### src/design/array_binary_tree_engine_top_macros.svh
`ifndef ARRAY_BINARY_TREE_ENGINE_TOP_MACROS_SVH
`define ARRAY_BINARY_TREE_ENGINE_TOP_MACROS_SVH

// same-cycle implication, sampled on clk_i, off during reset
`define ABT_ASSERT_IMP(lbl, ante, cons, msg) \
  lbl: assert property (@(posedge clk_i) disable iff (!rst_ni) (ante) |-> (cons)) else $error(msg);

// next-cycle implication, sampled on clk_i, off during reset
`define ABT_ASSERT_NXT(lbl, ante, cons, msg) \
  lbl: assert property (@(posedge clk_i) disable iff (!rst_ni) (ante) |=> (cons)) else $error(msg);

`endif

### src/design/abt_pkg.sv
package abt_pkg;

  localparam int unsigned MAX_LEVELS = 6;
  localparam int unsigned DEPTH      = 1 << MAX_LEVELS;
  localparam int unsigned MAX_OUT    = DEPTH - 1;

  localparam logic signed [31:0] NULL_MARKER = -32'sd23;

  localparam logic [3:0] OP_INSERT = 4'd0;
  localparam logic [3:0] OP_DELETE = 4'd1;
  localparam logic [3:0] OP_EDIT   = 4'd2;
  localparam logic [3:0] OP_FIND   = 4'd3;
  localparam logic [3:0] OP_RIGHT  = 4'd4;
  localparam logic [3:0] OP_LEFT   = 4'd5;
  localparam logic [3:0] OP_PARENT = 4'd6;
  localparam logic [3:0] OP_IN     = 4'd7;
  localparam logic [3:0] OP_PRE    = 4'd8;
  localparam logic [3:0] OP_POST   = 4'd9;
  localparam logic [3:0] OP_LEVEL  = 4'd10;
  localparam logic [3:0] OP_COUNT  = 4'd11;

  localparam logic [2:0] ST_OK       = 3'd0;
  localparam logic [2:0] ST_INVALID  = 3'd1;
  localparam logic [2:0] ST_FULL     = 3'd2;
  localparam logic [2:0] ST_NOTFOUND = 3'd3;
  localparam logic [2:0] ST_EMPTY    = 3'd4;

  typedef struct packed {
    logic [3:0]         operation;
    logic [5:0]         slot;
    logic [2:0]         level;
    logic [5:0]         level_offset;
    logic signed [31:0] value;
  } item_t;

  typedef struct packed {
    logic signed [31:0] node_value;
    logic [5:0]         found_slot;
    logic [5:0]         node_count;
    logic               root_empty;
    logic [2:0]         status;
    logic               last;
  } result_t;

  typedef enum logic [3:0] {
    CMD_NONE,
    CMD_LOAD,
    CMD_COUNT,
    CMD_ACCESS,
    CMD_RESP,
    CMD_DEL_HOLD,
    CMD_WALK,
    CMD_DEL_RESP,
    CMD_SCAN_RD,
    CMD_SCAN_CMP,
    CMD_FLUSH
  } cmd_e;

  typedef struct packed {
    cmd_e cmd;
  } ctrl_cmd_t;

  typedef struct packed {
    logic [3:0] op;
    logic       sweep_end;
    logic       lvl_ok;
    logic       scan_done;
    logic       walk_fin;
  } dp_status_t;

endpackage

### src/design/abt_ctrl.sv
module abt_ctrl (
  input  logic                clk_i,
  input  logic                rst_ni,
  input  logic                start,
  output logic                busy,
  input  abt_pkg::dp_status_t status_i,
  output abt_pkg::ctrl_cmd_t  cmd_o
);

  typedef enum logic [3:0] {
    S_IDLE,
    S_COUNT,
    S_ACCESS,
    S_RESP,
    S_DEL_HOLD,
    S_WALK,
    S_DEL_RESP,
    S_SCAN_RD,
    S_SCAN_CMP,
    S_DRAIN,
    S_FLUSH
  } state_e;

  state_e state_q, state_d;

  always_comb begin
    state_d = state_q;
    cmd_o.cmd = abt_pkg::CMD_NONE;
    case (state_q)
      S_IDLE: begin
        if (start) begin
          cmd_o.cmd = abt_pkg::CMD_LOAD;
          state_d = S_COUNT;
        end
      end
      S_COUNT: begin
        cmd_o.cmd = abt_pkg::CMD_COUNT;
        if (status_i.sweep_end) begin
          if (status_i.op == abt_pkg::OP_FIND) begin
            state_d = S_SCAN_RD;
          end else if (status_i.op inside {[abt_pkg::OP_IN : abt_pkg::OP_LEVEL]}) begin
            state_d = S_WALK;
          end else if (status_i.op == abt_pkg::OP_DELETE && !status_i.lvl_ok) begin
            state_d = S_RESP;
          end else begin
            state_d = S_ACCESS;
          end
        end
      end
      S_ACCESS: begin
        cmd_o.cmd = abt_pkg::CMD_ACCESS;
        state_d = (status_i.op == abt_pkg::OP_DELETE) ? S_DEL_HOLD : S_RESP;
      end
      S_RESP: begin
        cmd_o.cmd = abt_pkg::CMD_RESP;
        state_d = S_IDLE;
      end
      S_DEL_HOLD: begin
        cmd_o.cmd = abt_pkg::CMD_DEL_HOLD;
        state_d = S_WALK;
      end
      S_WALK: begin
        cmd_o.cmd = abt_pkg::CMD_WALK;
        if (status_i.walk_fin) begin
          state_d = (status_i.op == abt_pkg::OP_DELETE) ? S_DEL_RESP : S_DRAIN;
        end
      end
      S_DEL_RESP: begin
        cmd_o.cmd = abt_pkg::CMD_DEL_RESP;
        state_d = S_IDLE;
      end
      S_SCAN_RD: begin
        cmd_o.cmd = abt_pkg::CMD_SCAN_RD;
        state_d = S_SCAN_CMP;
      end
      S_SCAN_CMP: begin
        cmd_o.cmd = abt_pkg::CMD_SCAN_CMP;
        state_d = status_i.scan_done ? S_IDLE : S_SCAN_RD;
      end
      S_DRAIN: begin
        state_d = S_FLUSH;
      end
      S_FLUSH: begin
        cmd_o.cmd = abt_pkg::CMD_FLUSH;
        state_d = S_IDLE;
      end
      default: begin
        state_d = S_IDLE;
      end
    endcase
  end

  always_ff @(posedge clk_i or negedge rst_ni) begin
    if (!rst_ni) begin
      state_q <= S_IDLE;
    end else begin
      state_q <= state_d;
    end
  end

  assign busy = (state_q != S_IDLE);

endmodule

### src/design/abt_datapath.sv
`include "array_binary_tree_engine_top_macros.svh"

module abt_datapath (
  input  logic                clk_i,
  input  logic                rst_ni,
  input  logic [2:0]          levels_i,
  input  abt_pkg::item_t      item_i,
  input  abt_pkg::ctrl_cmd_t  cmd_i,
  output abt_pkg::dp_status_t status_o,
  output logic                result_valid_o,
  output abt_pkg::result_t    result_o
);

  typedef enum logic [1:0] {
    DIR_DOWN,
    DIR_LEFT,
    DIR_RIGHT
  } dir_e;

  logic signed [31:0] mem [abt_pkg::DEPTH];
  logic signed [31:0] rdata_q;

  logic [3:0]         op_q;
  logic [5:0]         slot_q;
  logic [2:0]         level_q;
  logic [5:0]         offs_q;
  logic signed [31:0] val_q;

  logic [63:0]        nn_q, nn_d;
  logic [5:0]         cnt_q, cnt_d;
  logic [6:0]         idx_q, idx_d;
  logic [5:0]         root_q, root_d;
  dir_e               dir_q, dir_d;
  logic [5:0]         n_q, n_d;
  logic signed [31:0] pend_q, pend_d;
  logic               have_pend_q, have_pend_d;
  logic               cap_q, cap_d;

  logic               res_valid_q, res_valid_d;
  logic signed [31:0] res_val_q, res_val_d;
  logic [5:0]         res_found_q, res_found_d;
  logic [2:0]         res_status_q, res_status_d;
  logic               res_last_q, res_last_d;

  logic [2:0]         lv_eff;
  logic [6:0]         size;
  logic [6:0]         lstart, lidx, lend;
  logic               lok;
  logic [6:0]         target;
  logic               tgt_nn;
  logic [5:0]         rd_addr;
  logic               we;
  logic               val_null;
  logic               ins_full, ins_bad;
  logic               par_ok;
  logic               emit, wfin, wclr;
  logic [6:0]         walk_idx;
  dir_e               walk_dir;
  logic signed [31:0] eff;
  logic               hit, scan_last;

  function automatic logic f_exists(input logic [6:0] c, input logic [6:0] sz,
                                    input logic [63:0] nn);
    return (c < sz) && nn[c[5:0]];
  endfunction

  always_comb begin
    if (levels_i == 3'd0) begin
      lv_eff = 3'd1;
    end else if (levels_i > 3'(abt_pkg::MAX_LEVELS)) begin
      lv_eff = 3'(abt_pkg::MAX_LEVELS);
    end else begin
      lv_eff = levels_i;
    end
  end

  assign size     = 7'd1 << lv_eff;
  assign val_null = (val_q == abt_pkg::NULL_MARKER);

  assign lstart = 7'd1 << (level_q - 3'd1);
  assign lidx   = lstart + {1'b0, offs_q} - 7'd1;
  assign lend   = {lstart[5:0], 1'b0} - 7'd1;
  assign lok    = (level_q != 3'd0) && (level_q <= 3'(abt_pkg::MAX_LEVELS)) &&
                  (offs_q != 6'd0) && (lidx <= lend) && f_exists(lidx, size, nn_q);

  always_comb begin
    case (op_q)
      abt_pkg::OP_INSERT: target = {1'b0, slot_q};
      abt_pkg::OP_EDIT:   target = lidx;
      abt_pkg::OP_DELETE: target = lidx;
      abt_pkg::OP_RIGHT:  target = {slot_q, 1'b1};
      abt_pkg::OP_LEFT:   target = {slot_q, 1'b0};
      abt_pkg::OP_PARENT: target = {2'b00, slot_q[5:1]};
      default:            target = 7'd0;
    endcase
  end

  assign tgt_nn   = f_exists(target, size, nn_q);
  assign par_ok   = (slot_q > 6'd1) && ({1'b0, slot_q} < size);
  assign ins_full = ({1'b0, cnt_q} == size - 7'd1);
  assign ins_bad  = (slot_q == 6'd0) || ({1'b0, slot_q} >= size) || nn_q[slot_q];

  always_comb begin
    emit     = 1'b0;
    wfin     = 1'b0;
    wclr     = 1'b0;
    walk_idx = idx_q;
    walk_dir = dir_q;
    if (op_q == abt_pkg::OP_LEVEL) begin
      emit     = nn_q[idx_q[5:0]];
      wfin     = (idx_q == size - 7'd1);
      walk_idx = idx_q + 7'd1;
    end else begin
      case (dir_q)
        DIR_DOWN: begin
          if (f_exists(idx_q, size, nn_q)) begin
            emit     = (op_q == abt_pkg::OP_PRE);
            wclr     = (op_q == abt_pkg::OP_DELETE);
            walk_idx = {idx_q[5:0], 1'b0};
            walk_dir = DIR_DOWN;
          end else if (idx_q == {1'b0, root_q}) begin
            wfin = 1'b1;
          end else begin
            walk_idx = idx_q >> 1;
            walk_dir = idx_q[0] ? DIR_RIGHT : DIR_LEFT;
          end
        end
        DIR_LEFT: begin
          emit     = (op_q == abt_pkg::OP_IN);
          walk_idx = {idx_q[5:0], 1'b1};
          walk_dir = DIR_DOWN;
        end
        DIR_RIGHT: begin
          emit = (op_q == abt_pkg::OP_POST);
          if (idx_q == {1'b0, root_q}) begin
            wfin = 1'b1;
          end else begin
            walk_idx = idx_q >> 1;
            walk_dir = idx_q[0] ? DIR_RIGHT : DIR_LEFT;
          end
        end
        default: begin
          wfin = 1'b1;
        end
      endcase
    end
    if (op_q != abt_pkg::OP_DELETE && n_q == 6'(abt_pkg::MAX_OUT)) begin
      emit = 1'b0;
      wfin = 1'b1;
    end
  end

  assign eff       = nn_q[idx_q[5:0]] ? rdata_q : abt_pkg::NULL_MARKER;
  assign hit       = (eff == val_q);
  assign scan_last = (idx_q == size - 7'd1);

  always_comb begin
    case (cmd_i.cmd)
      abt_pkg::CMD_ACCESS: rd_addr = target[5:0];
      default:             rd_addr = idx_q[5:0];
    endcase
  end

  assign we = (cmd_i.cmd == abt_pkg::CMD_RESP) &&
              (((op_q == abt_pkg::OP_INSERT) && !ins_full && !ins_bad) ||
               ((op_q == abt_pkg::OP_EDIT) && lok));

  always_ff @(posedge clk_i) begin
    if (we) begin
      mem[target[5:0]] <= val_q;
    end
    rdata_q <= mem[rd_addr];
  end

  always_ff @(posedge clk_i) begin
    if (cmd_i.cmd == abt_pkg::CMD_LOAD) begin
      op_q    <= item_i.operation;
      slot_q  <= item_i.slot;
      level_q <= item_i.level;
      offs_q  <= item_i.level_offset;
      val_q   <= item_i.value;
    end
  end

  always_comb begin
    nn_d         = nn_q;
    cnt_d        = cnt_q;
    idx_d        = idx_q;
    root_d       = root_q;
    dir_d        = dir_q;
    n_d          = n_q;
    pend_d       = pend_q;
    have_pend_d  = have_pend_q;
    cap_d        = 1'b0;
    res_valid_d  = 1'b0;
    res_val_d    = res_val_q;
    res_found_d  = 6'd0;
    res_status_d = res_status_q;
    res_last_d   = res_last_q;

    if (cap_q) begin
      if (have_pend_q) begin
        res_valid_d  = 1'b1;
        res_val_d    = pend_q;
        res_status_d = abt_pkg::ST_OK;
        res_last_d   = 1'b0;
      end
      pend_d      = rdata_q;
      have_pend_d = 1'b1;
    end

    case (cmd_i.cmd)
      abt_pkg::CMD_LOAD: begin
        cnt_d       = 6'd0;
        idx_d       = 7'd1;
        root_d      = 6'd1;
        dir_d       = DIR_DOWN;
        n_d         = 6'd0;
        have_pend_d = 1'b0;
      end
      abt_pkg::CMD_COUNT: begin
        if (f_exists(idx_q, size, nn_q)) begin
          cnt_d = cnt_q + 6'd1;
        end
        idx_d = status_o.sweep_end ? 7'd1 : idx_q + 7'd1;
      end
      abt_pkg::CMD_RESP: begin
        res_valid_d = 1'b1;
        res_last_d  = 1'b1;
        res_val_d   = 32'sd0;
        case (op_q)
          abt_pkg::OP_INSERT: begin
            if (ins_full) begin
              res_status_d = abt_pkg::ST_FULL;
            end else if (ins_bad) begin
              res_status_d = abt_pkg::ST_INVALID;
            end else begin
              res_status_d       = abt_pkg::ST_OK;
              res_val_d          = val_q;
              nn_d[target[5:0]]  = !val_null;
              cnt_d              = cnt_q + {5'd0, !val_null};
            end
          end
          abt_pkg::OP_EDIT: begin
            if (lok) begin
              res_status_d      = abt_pkg::ST_OK;
              res_val_d         = rdata_q;
              nn_d[target[5:0]] = !val_null;
              cnt_d             = cnt_q - {5'd0, val_null};
            end else begin
              res_status_d = abt_pkg::ST_INVALID;
            end
          end
          abt_pkg::OP_RIGHT, abt_pkg::OP_LEFT: begin
            res_val_d    = tgt_nn ? rdata_q : abt_pkg::NULL_MARKER;
            res_status_d = tgt_nn ? abt_pkg::ST_OK : abt_pkg::ST_NOTFOUND;
          end
          abt_pkg::OP_PARENT: begin
            res_val_d    = (par_ok && tgt_nn) ? rdata_q : abt_pkg::NULL_MARKER;
            res_status_d = (par_ok && tgt_nn) ? abt_pkg::ST_OK : abt_pkg::ST_NOTFOUND;
          end
          abt_pkg::OP_COUNT: begin
            res_status_d = abt_pkg::ST_OK;
          end
          default: begin
            res_status_d = abt_pkg::ST_INVALID;
          end
        endcase
      end
      abt_pkg::CMD_DEL_HOLD: begin
        pend_d = rdata_q;
        root_d = lidx[5:0];
        idx_d  = lidx;
        dir_d  = DIR_DOWN;
      end
      abt_pkg::CMD_WALK: begin
        idx_d = walk_idx;
        dir_d = walk_dir;
        if (wclr) begin
          nn_d[idx_q[5:0]] = 1'b0;
          cnt_d            = cnt_q - 6'd1;
        end
        if (emit) begin
          cap_d = 1'b1;
          n_d   = n_q + 6'd1;
        end
      end
      abt_pkg::CMD_DEL_RESP: begin
        res_valid_d  = 1'b1;
        res_val_d    = pend_q;
        res_status_d = abt_pkg::ST_OK;
        res_last_d   = 1'b1;
      end
      abt_pkg::CMD_SCAN_CMP: begin
        idx_d = idx_q + 7'd1;
        if (hit) begin
          res_valid_d  = 1'b1;
          res_val_d    = val_q;
          res_found_d  = idx_q[5:0];
          res_status_d = abt_pkg::ST_OK;
          res_last_d   = 1'b1;
        end else if (scan_last) begin
          res_valid_d  = 1'b1;
          res_val_d    = val_q;
          res_status_d = abt_pkg::ST_NOTFOUND;
          res_last_d   = 1'b1;
        end
      end
      abt_pkg::CMD_FLUSH: begin
        res_valid_d  = 1'b1;
        res_last_d   = 1'b1;
        res_val_d    = have_pend_q ? pend_q : abt_pkg::NULL_MARKER;
        res_status_d = have_pend_q ? abt_pkg::ST_OK : abt_pkg::ST_EMPTY;
      end
      default: begin
      end
    endcase
  end

  always_ff @(posedge clk_i or negedge rst_ni) begin
    if (!rst_ni) begin
      nn_q        <= '0;
      cnt_q       <= '0;
      idx_q       <= 7'd1;
      root_q      <= 6'd1;
      dir_q       <= DIR_DOWN;
      n_q         <= '0;
      have_pend_q <= 1'b0;
      cap_q       <= 1'b0;
      res_valid_q <= 1'b0;
    end else begin
      nn_q        <= nn_d;
      cnt_q       <= cnt_d;
      idx_q       <= idx_d;
      root_q      <= root_d;
      dir_q       <= dir_d;
      n_q         <= n_d;
      have_pend_q <= have_pend_d;
      cap_q       <= cap_d;
      res_valid_q <= res_valid_d;
    end
  end

  always_ff @(posedge clk_i) begin
    pend_q       <= pend_d;
    res_val_q    <= res_val_d;
    res_found_q  <= res_found_d;
    res_status_q <= res_status_d;
    res_last_q   <= res_last_d;
  end

  assign status_o.op        = op_q;
  assign status_o.sweep_end = (idx_q == 7'(abt_pkg::MAX_OUT));
  assign status_o.lvl_ok    = lok;
  assign status_o.scan_done = hit || scan_last;
  assign status_o.walk_fin  = wfin;

  assign result_valid_o       = res_valid_q;
  assign result_o.node_value  = res_val_q;
  assign result_o.found_slot  = res_found_q;
  assign result_o.node_count  = cnt_q;
  assign result_o.root_empty  = !nn_q[1];
  assign result_o.status      = res_status_q;
  assign result_o.last        = res_last_q;

  `ABT_ASSERT_IMP(a_emit_in_range, (cmd_i.cmd == abt_pkg::CMD_WALK) && emit, idx_q < size, "walk emits a slot outside the tree")
  `ABT_ASSERT_NXT(a_cap_holds, cap_q, have_pend_q, "captured node not held as pending")
  `ABT_ASSERT_IMP(a_empty_flush, (cmd_i.cmd == abt_pkg::CMD_FLUSH) && !have_pend_q, n_q == 6'd0, "empty traversal after emitting nodes")

endmodule

### src/design/array_binary_tree_engine_top.sv
// channel   | direction | handshake                 | payload
// ----------+-----------+---------------------------+------------------------
// command   | in        | start high, busy low      | item_i   (abt_pkg::item_t)
// result    | out       | result_valid_o, one cycle | result_o (abt_pkg::result_t)
// register  | in/out    | APB, write on access      | pwdata / prdata
//
// Every operation first sweeps the 63 presence bits to count nodes.
// Single-node operations then pass an access state and a response state via the store read port.
// Find then reads and compares one slot at a time until a match or the last slot of the tree.
// Traversals and subtree delete walk the tree one move per cycle.
// Reset empties all nodes at once and sets levels_in_use to 6.
// Results cannot be stalled; start is taken only while busy is low.
module array_binary_tree_engine_top (
  input  logic             clk_i,
  input  logic             rst_ni,
  input  logic             start,
  output logic             busy,
  input  abt_pkg::item_t   item_i,
  output logic             result_valid_o,
  output abt_pkg::result_t result_o,
  input  logic             psel,
  input  logic             penable,
  input  logic             pwrite,
  input  logic [2:0]       paddr,
  input  logic [31:0]      pwdata,
  output logic [31:0]      prdata,
  output logic             pready
);

  logic [2:0]          levels_q;
  abt_pkg::ctrl_cmd_t  cmd;
  abt_pkg::dp_status_t status;

  always_ff @(posedge clk_i or negedge rst_ni) begin
    if (!rst_ni) begin
      levels_q <= 3'(abt_pkg::MAX_LEVELS);
    end else if (psel && penable && pwrite && !paddr[2]) begin
      levels_q <= pwdata[2:0];
    end
  end

  assign pready = 1'b1;
  assign prdata = paddr[2] ? 32'd0 : {29'd0, levels_q};

  abt_ctrl u_ctrl (
    .clk_i    (clk_i),
    .rst_ni   (rst_ni),
    .start    (start),
    .busy     (busy),
    .status_i (status),
    .cmd_o    (cmd)
  );

  abt_datapath u_datapath (
    .clk_i          (clk_i),
    .rst_ni         (rst_ni),
    .levels_i       (levels_q),
    .item_i         (item_i),
    .cmd_i          (cmd),
    .status_o       (status),
    .result_valid_o (result_valid_o),
    .result_o       (result_o)
  );

endmodule

### config.mk
export PLATFORM = sky130hd
export DESIGN_NAME = array_binary_tree_engine_top
export DESIGN_NICKNAME = d
export VERILOG_FILES = /design/src/design/abt_pkg.sv /design/src/design/abt_ctrl.sv /design/src/design/abt_datapath.sv /design/src/design/array_binary_tree_engine_top.sv
export VERILOG_INCLUDE_DIRS = /design/src /design/src/design
export SDC_FILE = /design/constraint.sdc
export NUM_CORES = 2
export LEC_CHECK = 0
export ABC_AREA = 1
export BUFFER_PORTS_ARGS = -buffer_cell sky130_fd_sc_hd__buf_2
export CAP_MARGIN = 0
export CORE_UTILIZATION = 48
export CTS_CLUSTER_DIAMETER = 100
export CTS_CLUSTER_SIZE = 24
export DETAILED_ROUTE_END_ITERATION = 8
export PLACE_DENSITY = 0.72
export SETUP_SLACK_MARGIN = 0.15
export SYNTH_ARGS = -nofsm -noshare
export SYNTH_HDL_FRONTEND = slang
export SYNTH_HIERARCHICAL = 1
export SYNTH_SLANG_ARGS = --single-unit
### constraint.sdc
create_clock -name clk_i -period 7.7 [get_ports clk_i]
set_input_delay 0.385 -clock clk_i [delete_from_list [all_inputs] [get_ports clk_i]]
set_output_delay 0.385 -clock clk_i [all_outputs]
set_load 0.05 [all_outputs]
==> out/results.env <==
SWITCHING_SHARE_PCT=47.0
RUN_STATUS='completed'
SYNTH.TOP_CELLS.BY_AREA='sky130_fd_sc_hd__edfxtp_1, sky130_fd_sc_hd__o21ai_0, sky130_fd_sc_hd__nor2_1'
SLOWEST_STAGE='sky130_fd_sc_hd__nor2_1'
POSTSYNTH.TOPFLOPCELL='sky130_fd_sc_hd__edfxtp_1'
REMAINING_GLOBAL_ROUTE_OVERFLOW=0
FIRST_PASS_ITERS=9
MULTI_INPUT_COMB_AREA_UM2=27800
YOSYS-TOP-CELLS-COUNT='sky130_fd_sc_hd__edfxtp_1, sky130_fd_sc_hd__nor2_1, sky130_fd_sc_hd__o21ai_0, sky130_fd_sc_hd__nand2_1, sky130_fd_sc_hd__o22ai_1'
P_LEAK_uW=0.0361
SLEW_VIOL_FINAL=0
CLK_LATENCY_NS=0.82
YS_SEQ_ELEMENTS=2306
WORST_SETUP_HOLD_PATH_CLK_SLEW_NS=0.11
POST_CTS_RESIZED=0
RSZ0062_AT_GRT='false'
AREA.SEQUENTIAL_UM2=68000
CTS_SETUP_BUFFERS=0
CELLINTERNALPOWER_uW=22900
WORST_SLEW_MARGIN_REL_PCT=4.81
DETAIL_ROUTE.DRC_VIOLATIONS=0
DIE_Y_UM=456
CRITICAL-PATH-MAX-STAGE-DELAY_NS=0.89
IO_BUFFER_COUNT=114
GRT_MAX_DEGREE=175
ROUTE.DETAILED.WL_PER_INST_UM=25.8
SYNTHESIZED_AREA_DIVIDED_BY_SYNTHESIZED_CELL_COUNT_UM2=11.1
POSTROUTEWIRELENGTH_UM=298000
TIMING.SETUP.TNS_NS=0
SYNTHESIS.INSTANCES=8907
WORSTPATHCELLLIST='inv_1 > nand2_1 > a22oi_1 > nand2_1 > nor2_1 > inv_2 > nand2_1 > o21ai_4 > inv_8 > buf_4 > buf_4 > o21ai_0 > o22ai_1 > nor2_1 > o221ai_1 > nand3_1 > nand2_1'
COMB_POWER_SHARE_PCT=48.6
TIMING.MAX_CAP.VIOLATIONS=0
MAX_SLEW.WORST_PIN.SLEW_NS=1.43
DIE_W_UM=456
HOLD_VIOL=0
FLOORPLAN.INITIALDENSITY_PCT=48.3
CP_DATA_ARRIVAL_TIME_NS=6.84
DRT.ANTENNA.VIOLATING_NETS=0
TIMING.FINAL.CRIT_PERIOD_NS=6.13
POWER.SHARE.SEQUENTIAL_PCT=36.0
NETLIST_AREA_UM2=98800
SHARE_OF_LAYOUT_CELLS_ABOVE_DRIVE_STRENGTH_1_PCT=6.43
LAYOUT.FILLER_CELLS=17300
CRITPATHCAPTURETYPE='register'
NUMBER_OF_BUFFERS_ON_THE_LONGEST_CLOCK_PATH=3
ROUTABILITYCONGESTION=0.978
ROUTE.DETAILED.VIAS_PER_INST=6.25
SYNTH_AREA_LEADER_CELL='sky130_fd_sc_hd__edfxtp_1'
MAXIMUM_VDD_DROP_mV=0.523
CRIT_PATH_FREQUENT_CELL='sky130_fd_sc_hd__nand2_1'
FINALNONFILLERCELLS=11500
SWITCHINGPOWER_uW=20300
PERIOD_SHARE_PCT=79.6
TIMING.CLOCK.SKEW_NS=0.0523
FINALSETUPVIOLATIONS=0
HTREEDEPTH=3
YOSYS_WARNINGS=6
TRITONCTS.NUM_BUFFERS=111
DP_CELL_COUNT=11300
POWER.SHARE.CLOCK_PCT=15.4
WORST-ENDPOINT-REQUIRED_NS=8.41
TRITONCTS='yes'
POWER_PER_UNIT_OF_STANDARD_CELL_AREA_nW_PER_UM2=406
SYNTH_SEQUENTIAL_AREA_RATIO_PCT=68.8
DRT_ITER0_MARKERS=11000
MAXCLOCKFREQUENCY_MHz=163
DIE_AREA_UM2=208000
CRIT_PATH_START_KIND='register'
GLOBALROUTETOTALUTIL_PCT=27.8
FP-ROW-COUNT=166
SYNTH_TOP_AREA_SHARE_PCT=64.8
TOTAL_VIA_COUNT_AFTER_DETAILED_ROUTING=72100
CLOCK_SINKS=2306
SYNTHDISTINCTLIBCELLS=54
SYNTHMOSTINSTANTIATEDCELL='sky130_fd_sc_hd__edfxtp_1'
GLOBAL_ROUTE_WIRE_LENGTH_BEFORE_REPAIR_UM=435000
CTS_ROOT_BUFFER='sky130_fd_sc_hd__clkbuf_16'
SYNTH-ASYNC-RESET-RATIO_PCT=4.38
CRITICAL_PATH_PEAK_FANOUT=143
INITIAL_ANTENNA_VIOLATION_COUNT=14
NUM-NETS-FINAL=8943
SYNTHTOLAYOUTAREAGROWTH_PCT=7.75
SETUP.WORST_PATH.CLASS='register to register'
IO-PIN-COUNT=176
HOLD_PATH.CLASS='primary input to asynchronous set/reset pin'
CORE_UM2=205000
DETAILEDPLACEMENTHPWL_UM=174000
CTS_HOLD_BUFFERS=62
SYNTH_EDF_COUNT=2131
VIA_COUNT_OF_THE_FIRST_GLOBAL_ROUTING_PASS=67100
[area by class of cell]
class | instances | area share, %
clock buffers | 144 | 2.73
diodes | 3 | 0.00705
flip-flops and latches | 2306 | 63.9
repair buffers | 363 | 2.77
multi-input cells | 5707 | 26.1
clock inverters | 21 | 0.277
inverters | 304 | 1.10
well taps | 2688 | 3.16
[power by group through the flow]
stage	combinational, µW	clock, µW	sequential, µW
floorplan	12200	0	16300
global placement	19800	0	15800
detailed placement	20200	0	15800
CTS	20300	6720	15500
global route	22600	7120	15600
finish	21000	6660	15600
[flip-flops by register name, summed over array words and instances (netlist names), 7 cells and up]
name	cells
u_datapath/pend_q	32
u_datapath/idx_q	7
u_datapath/res_val_q	32
u_datapath/val_q	32
u_datapath/mem	2048
u_datapath/nn_q	64
u_datapath/rdata_q	32
[per-layer routing]
layer	GRT usage [%]	part of all wire, %	up-vias
met5	0	0.013	-
met4	10.3	3.9	6
met3	5.40	12	590
met2	43.5	46	4501
met1	38.6	39	35300
li1	-	-	31700
[cell families (layout without fill, tap and decap cells)]
family / Yosys count / after routing / synth area share (%)
simple gates: 3091 / 3091 / 12.4
other cells: 4 / 36 / 0.0152
flops: 2306 / 2306 / 68.8
xor+xnor: 19 / 19 / 0.168
buf+inv: 923 / 832 / 3.77
compound gates: 2506 / 2506 / 14.0
fa+ha+maj: 58 / 58 / 0.750
[layout by cell type, fill, tap and decap left out, types with 74 or more instances in the layout]
cell type / Yosys / layout
sky130_fd_sc_hd__edfxtp_1: 2131 / 2131
sky130_fd_sc_hd__o21ai_0: 1514 / 1513
sky130_fd_sc_hd__nor2_1: 1578 / 1511
sky130_fd_sc_hd__nand2_1: 1099 / 1095
sky130_fd_sc_hd__o22ai_1: 554 / 554
sky130_fd_sc_hd__nand3_1: 309 / 308
sky130_fd_sc_hd__inv_1: 285 / 283
sky130_fd_sc_hd__a21oi_1: 200 / 200
sky130_fd_sc_hd__buf_4: 38 / 160
sky130_fd_sc_hd__o221ai_1: 127 / 127
sky130_fd_sc_hd__buf_2: 61 / 113
sky130_fd_sc_hd__clkbuf_16: 0 / 111
sky130_fd_sc_hd__dfrtp_1: 97 / 97
sky130_fd_sc_hd__dfxtp_1: 74 / 74
[final timing paths]
kind	from	end	slack [ns]	cells past startpoint
worst max-delay path	u_ctrl/state_q[0]	u_datapath/rdata_q[28]	1.57	17
worst min-delay path	rst_ni	u_datapath/result_valid_o	0.12	2
worst max register to register	u_ctrl/state_q[0]	u_datapath/rdata_q[28]	1.57	17
worst min register to register	u_datapath/rdata_q[18]	u_datapath/pend_q[18]	0.45	0
max in group asynchronous	rst_ni	u_datapath/nn_q[1]	6.09	3
min in group clk_i	item_i[29]	u_datapath/val_q[29]	0.28	2
[metrics by stage]
step | util [%] | worst slack (ns) | area (µm²) | power (µW) | hold slack (ns)
after floorplan | - | 2.47 | 98900 | 28400 | 0.0894
after global placement | 50.2 | 1.97 | 103000 | 35600 | 0.422
after detailed placement | 50.2 | 1.94 | 103000 | 36000 | 0.421
after CTS | 52.0 | 1.91 | 106000 | 42600 | 0.0781
after global routing | 52.0 | 1.42 | 106000 | 45300 | 0.152
final | 52.0 | 1.57 | 106000 | 43200 | 0.116
[worst max-delay path: cells and delay by family, from the launching register on]
family                 cells  cell delay (ns)
buffers and inverters      5             2.08
AND/OR/NAND/NOR            7             2.00
AO/OA/AOI/OAI              5             1.14
flip-flops                 1             0.49
No activity file was read; power rests on OpenSTA's default activity.
